$ cat config.mk
export PLATFORM = sky130hd
export DESIGN_NAME = rieu_ctrl
export DESIGN_NICKNAME = d
export VERILOG_FILES = /design/src/design/rieu_pkg.sv /design/src/design/rieu_ctrl.sv
export SDC_FILE = /design/constraint.sdc
export NUM_CORES = 1
export LEC_CHECK = 0
export BUFFER_PORTS_ARGS = -buffer_cell sky130_fd_sc_hd__buf_2
export CAP_MARGIN = 30
export CELL_PAD_IN_SITES_DETAIL_PLACEMENT = 1
export CELL_PAD_IN_SITES_GLOBAL_PLACEMENT = 1
export CORE_AREA = 2 2 39 41
export CTS_CLUSTER_DIAMETER = 150
export CTS_CLUSTER_SIZE = 25
export DETAILED_ROUTE_END_ITERATION = 16
export DIE_AREA = 0 0 41 43
export MAX_ROUTING_LAYER = met4
export PLACE_DENSITY_LB_ADDON = 0.1
export SETUP_SLACK_MARGIN = 0.5
export SKIP_CTS_REPAIR_TIMING = 1
export SLEW_MARGIN = 20
export SYNTH_ARGS = -nofsm -noshare
export SYNTH_HDL_FRONTEND = slang
export SYNTH_SLANG_ARGS = --single-unit
$ cat constraint.sdc
create_clock -name clk -period 1.2 [get_ports clk]
set_input_delay 0 -clock clk [delete_from_list [all_inputs] [get_ports clk]]
set_output_delay 0 -clock clk [all_outputs]
set_load 0.1 [all_outputs]
$ cat src/design/rieu_pkg.sv
`default_nettype none
package rieu_pkg;

	localparam logic [31:0] STACK_TOP = 32'd4000;
	localparam logic [31:0] HALT_WORD = 32'hffffffff;

	typedef enum logic [4:0] {
		OP_ADD  = 5'd0,
		OP_SUB  = 5'd1,
		OP_MUL  = 5'd2,
		OP_DIV  = 5'd3,
		OP_MOD  = 5'd4,
		OP_CMP  = 5'd5,
		OP_AND  = 5'd6,
		OP_OR   = 5'd7,
		OP_NOT  = 5'd8,
		OP_MOV  = 5'd9,
		OP_LSL  = 5'd10,
		OP_LSR  = 5'd11,
		OP_ASR  = 5'd12,
		OP_NOP  = 5'd13,
		OP_LD   = 5'd14,
		OP_ST   = 5'd15,
		OP_BEQ  = 5'd16,
		OP_BGT  = 5'd17,
		OP_B    = 5'd18,
		OP_CALL = 5'd19,
		OP_RET  = 5'd20
	} opcode_t;

	localparam logic CMD_EXEC = 1'b0;
	localparam logic CMD_LOAD = 1'b1;

	typedef struct packed {
		logic        command;
		logic [31:0] instruction;
		logic [31:0] load_data;
	} in_item_t;

	typedef struct packed {
		logic [31:0] next_pc;
		logic        branch_taken;
		logic        mem_read;
		logic        mem_write;
		logic [31:0] mem_address;
		logic [31:0] store_data;
		logic        reg_write;
		logic [3:0]  reg_index;
		logic [31:0] reg_value;
		logic        halted;
		logic        div_zero;
	} out_item_t;

	typedef enum logic [2:0] {
		ST_IDLE,
		ST_EXEC,
		ST_DIV,
		ST_DIVFIN,
		ST_OUT
	} ctrl_state_t;

	typedef struct packed {
		logic capture;
		logic execute;
		logic div_step;
		logic div_finish;
	} ctrl_cmd_t;

	typedef struct packed {
		logic need_div;
		logic div_last;
	} dp_status_t;

endpackage
`default_nettype wire

$ cat src/design/rieu_ctrl.sv
`default_nettype none
module rieu_ctrl (
	input  wire                     clk,
	input  wire                     arst_n,
	input  wire                     in_valid,
	output logic                    in_ready,
	output logic                    out_valid,
	input  wire                     out_ready,
	input  rieu_pkg::dp_status_t    status,
	output rieu_pkg::ctrl_cmd_t     cmd
);
	import rieu_pkg::*;

	ctrl_state_t state_q, state_d;

	always_ff @(posedge clk or negedge arst_n) begin
		if (!arst_n) begin
			state_q <= ST_IDLE;
		end else begin
			state_q <= state_d;
		end
	end

	always_comb begin
		state_d = state_q;
		case (state_q)
			ST_IDLE:   if (in_valid) state_d = ST_EXEC;
			ST_EXEC:   state_d = status.need_div ? ST_DIV : ST_OUT;
			ST_DIV:    if (status.div_last) state_d = ST_DIVFIN;
			ST_DIVFIN: state_d = ST_OUT;
			ST_OUT: begin
				if (out_ready) state_d = ST_IDLE;
			end
			default:   state_d = ST_IDLE;
		endcase
	end

	always_comb begin
		cmd = '0;
		in_ready = 1'b0;
		out_valid = 1'b0;
		case (state_q)
			ST_IDLE: begin
				in_ready = 1'b1;
				cmd.capture = in_valid;
			end
			ST_EXEC:   cmd.execute = 1'b1;
			ST_DIV:    cmd.div_step = 1'b1;
			ST_DIVFIN: cmd.div_finish = 1'b1;
			ST_OUT:    out_valid = 1'b1;
			default: begin
				cmd = '0;
			end
		endcase
	end

	a_div_only_after_exec: assert property (@(posedge clk) disable iff (!arst_n)
		(state_q == ST_DIV) |-> ($past(state_q) == ST_EXEC || $past(state_q) == ST_DIV))
		else $error("divide state entered out of order");
	a_no_ready_busy: assert property (@(posedge clk) disable iff (!arst_n)
		in_ready |-> !out_valid) else $error("ready while result held");
	a_cmd_onehot: assert property (@(posedge clk) disable iff (!arst_n)
		$onehot0(cmd)) else $error("more than one command");
endmodule
`default_nettype wire

# Yosys cells after proc, flatten, opt, wreduce, memory -nomap -nowiden
# Index checks and enable logic that the tools add are counted.
totals:
  regBits: 3
op_classes:
  n_reduce_logical: 2
  n_eq_ne: 7
  n_mux: 11
op_table:
  columns: ["op", "n"]
  rows:
  - ["$pmux 3 s5", 1]
  - ["$mux 3", 4]
  - ["$eq 3x2->1 const B", 2]
  - ["$mux 1", 6]
  - ["$ne 2x2->1 const B", 3]
  - ["$eq 3x1->1 const B", 1]
  - ["$eq 3x3->1 const B", 1]
  - ["$logic_not 3->1", 1]
  - ["$reduce_and 3->1", 1]

# Depth between registers and ports, before layout
logic_depth:
  word_depth: 3
  depth_mapped: 2

# Worst setup path before layout
# No wires, ideal clock.
synth_path:
  kind: "reg-to-output"
  from: "register state_q[1]"
  to: "output cmd[3] (netlist name)"
  required_time_ns: 1.200
  path_buffers: 0
  arrival_ns: 3.512
  stages_incl_launch_ff: 3
  setup_slack_ns: -2.312
  path_cell_list: "dfrtp_1 -> nor3_1 -> and2_1"
synth_lines:
  columns: ["element", "line_no", "text"]
  rows:
  - ["start, declared", "rieu_ctrl.sv:14", "ctrl_state_t state_q, state_d;"]
  - ["start signal, assigned", "rieu_ctrl.sv:20", "state_q <= state_d;"]
  - ["end, declared", "rieu_ctrl.sv:10", "output rieu_pkg::ctrl_cmd_t cmd"]

==> metrics.txt <==
# TYPE chip_impl_metric gauge
chip_impl_metric{name="ff_latch_area",unit="um^2"} 78.83
chip_impl_info{name="cp-end-kind",value="output pin"} 1
chip_impl_metric{name="num_vias",unit=""} 196
chip_impl_metric{name="number_of_distinct_library_cells_after_synthesis",unit=""} 11
chip_impl_metric{name="timing.max_slew.rel_slack",unit="%"} 84.84
chip_impl_metric{name="worstSkewPairLatency",unit="ns"} 0.23
chip_impl_metric{name="layout-drive-gt1-share",unit="%"} 75.00
chip_impl_info{name="layout.cells.most_common_list",value="6 x buf_12, 5 x buf_2"} 1
chip_impl_metric{name="starting_density_of_the_core",unit="%"} 12.84
chip_impl_metric{name="synth_fp_nets",unit=""} 23
chip_impl_metric{name="detailedPlace.worstSlack",unit="ns"} 0.1491
chip_impl_metric{name="clock_skew",unit="ns"} 0.0007315
chip_impl_info{name="startpoint_type",value="flop"} 1
chip_impl_metric{name="hold_violations",unit=""} 0
chip_impl_metric{name="detail_route.wl_per_cell",unit="um"} 10.65
chip_impl_info{name="violations",value="setup timing"} 1
chip_impl_metric{name="ys_seq_elements",unit=""} 3
chip_impl_metric{name="grt_first_pass_wirelength",unit="um"} 917
chip_impl_info{name="library_cell_occupying_the_most_area_in_the_post_synthesis_netlist",value="dfrtp_1"} 1
chip_impl_metric{name="finalSetupTns",unit="ns"} -0.06263
chip_impl_metric{name="grt_antenna_before_repair",unit=""} 0
chip_impl_metric{name="grt_util_all_layers",unit="%"} 8.136
chip_impl_info{name="reg2reg_from",value="state_q[2]"} 1
chip_impl_info{name="max_flop_register",value="state_q"} 1
chip_impl_metric{name="path_clk_slew",unit="ns"} 0.04
chip_impl_metric{name="timing.final.crit_share",unit="%"} 103.9
chip_impl_metric{name="syn-cell-area",unit="um^2"} 177.7
chip_impl_metric{name="globalplace.congestion",unit=""} 0.6489
chip_impl_metric{name="tightestPinTransition",unit="ns"} 0.2273
chip_impl_info{name="worstReg2RegEnd",value="state_q[2]"} 1
chip_impl_metric{name="drt.antenna.violating_nets",unit=""} 0
chip_impl_metric{name="yosysTopAreaCellShare",unit="%"} 42.25
chip_impl_metric{name="holdPathStages",unit=""} 3
chip_impl_metric{name="first_global_vias",unit=""} 197
chip_impl_metric{name="die_h",unit="um"} 43
chip_impl_metric{name="cts_num_sinks",unit=""} 3
chip_impl_metric{name="yosysWarningCount",unit=""} 0
chip_impl_metric{name="synth.yosys.seq_area_share",unit="%"} 42.25
chip_impl_metric{name="final.min_clock_period",unit="ns"} 1.247
chip_impl_info{name="grt_setup_unrepaired",value="true"} 1
chip_impl_metric{name="post-route-drc-count",unit=""} 0
chip_impl_metric{name="die_area",unit="mm^2"} 0.001763
chip_impl_info{name="leading_cell_type_in_the_layout_fill_and_taps_excluded",value="buf_12"} 1
chip_impl_info{name="registers_with_the_highest_flip_flop_counts",value="state_q (3)"} 1
chip_impl_metric{name="totalWireLength",unit="um"} 554
chip_impl_metric{name="num-fill-cells",unit=""} 164
chip_impl_metric{name="maxCapViolations",unit=""} 0
chip_impl_metric{name="fin_nets",unit=""} 43
chip_impl_info{name="min_delay_path_class",value="primary input to flop"} 1
chip_impl_metric{name="io_pins",unit=""} 12
chip_impl_info{name="holdCritStartpoint",value="out_ready"} 1
chip_impl_metric{name="drt_iter0_drc",unit=""} 3
chip_impl_metric{name="grt_max_degree",unit=""} 9
chip_impl_metric{name="floorplan.die.width",unit="um"} 41
chip_impl_metric{name="drt_via_density",unit=""} 3.769
chip_impl_metric{name="required",unit="ns"} 1.20
chip_impl_metric{name="cts-buffers-inserted",unit=""} 3
chip_impl_info{name="cts_tree",value="yes"} 1
chip_impl_metric{name="worst-r2r-cell-count",unit=""} 3
chip_impl_metric{name="core",unit="mm^2"} 0.001384
chip_impl_metric{name="syn-mean-instance-area",unit="um^2"} 10.45
chip_impl_metric{name="cts_buffer_depth",unit=""} 2
chip_impl_metric{name="maxSlewViolCount",unit=""} 0
chip_impl_metric{name="worst_ep_arrival_time",unit="ns"} 1.25
chip_impl_info{name="synth_area_leaders",value="dfrtp_1 42%, nor3b_2 14%, nand2b_1 7.0%"} 1
chip_impl_metric{name="port-buffer-count",unit=""} 11
chip_impl_metric{name="multiInputGateArea",unit="um^2"} 137.6
chip_impl_metric{name="grt_remaining_overflow",unit=""} 0
chip_impl_metric{name="setup.reg_to_reg.worst_slack",unit="ns"} 0.08
chip_impl_metric{name="rows",unit=""} 14
chip_impl_metric{name="timing.fmax",unit="MHz"} 801.8
chip_impl_metric{name="largest_register_ffs",unit=""} 3
chip_impl_info{name="outcome",value="finished with violations"} 1
chip_impl_metric{name="worst_slack",unit="ns"} -0.04712
chip_impl_info{name="worst-setup-path-type",value="flop to output pin"} 1
chip_impl_metric{name="cts.htree.levels",unit=""} 1
chip_impl_info{name="hold_end",value="state_q[2]"} 1
chip_impl_metric{name="antenna_cells_inserted",unit=""} 0
chip_impl_metric{name="detailedRoute.firstPassIterationCount",unit=""} 3
chip_impl_metric{name="setup_viol",unit=""} 2
chip_impl_metric{name="area_growth",unit="%"} 152.1
chip_impl_metric{name="gate_count_post_synth",unit=""} 17
chip_impl_metric{name="crit_fanout",unit=""} 7
chip_impl_info{name="cts_root_buffer",value="clkbuf_4"} 1
worst max path at each step:
stage / start / to / slack (ns)
2_1_floorplan: state_q[1] / cmd[3] / -0.60
3_3_place_gp: state_q[1] / state_q[2] / 0.18
3_5_place_dp: state_q[1] / state_q[2] / 0.15
4_1_cts: state_q[1] / cmd[3] / -0.08
5_1_grt: state_q[1] / cmd[3] / -0.1
6_report: state_q[1] / cmd[3] / -0.05
stage by stage:
stage | area, um^2 | hold slack [ns] | utilization [%] | instances
after detailed placement | 392.9 | -0.2034 | 28.39 | 45
after floorplan | 220.2 | -0.2956 | - | 17
after global placement | 392.9 | -0.2018 | 28.39 | 45
after global routing | 447.9 | 0.08078 | 32.37 | 52
after CTS | 419.2 | -0.4528 | 30.29 | 49
final | 447.9 | 0.07127 | 32.37 | 52
Yosys cell counts:
cell type,count
dfrtp_1,3
inv_1,2
nand2b_1,2
nor3_1,2
nor3b_2,2
a32o_1,1
and2_1,1
and3_1,1
mux2i_1,1
nor3b_1,1
o21bai_1,1
layer usage:
metal  share of wire (%)  GRT usage (%)
met5                   0              -
met2                  60          11.56
met1                  36          9.355
met4                   0          8.000
met3                 3.6         0.5236
worst max-delay path, cell delays in order (launching register included):
cell	delay (ns)
dfrtp_2	0.47
nor3_4	0.21
and2_4	0.17
buf_12	0.16
logic make-up after synthesis:
kind of cell    share of synthesized area (%)
mux                                     5.634
simple gates                            38.03
compound gates                          9.861
flops                                   42.25
buf+inv                                 4.227
cell type report:
class / instances / area share, %
Clock buffer: 4 / 5.866
Inverter: 2 / 1.676
Multi-Input combinational cell: 12 / 30.73
Sequential cell: 3 / 17.60
Tap cell: 16 / 4.469
Timing Repair Buffer: 15 / 39.66
Power is left out: the tool's default activity adds up to more than one toggle a clock period on the data nets, which glitch-free logic cannot reach.
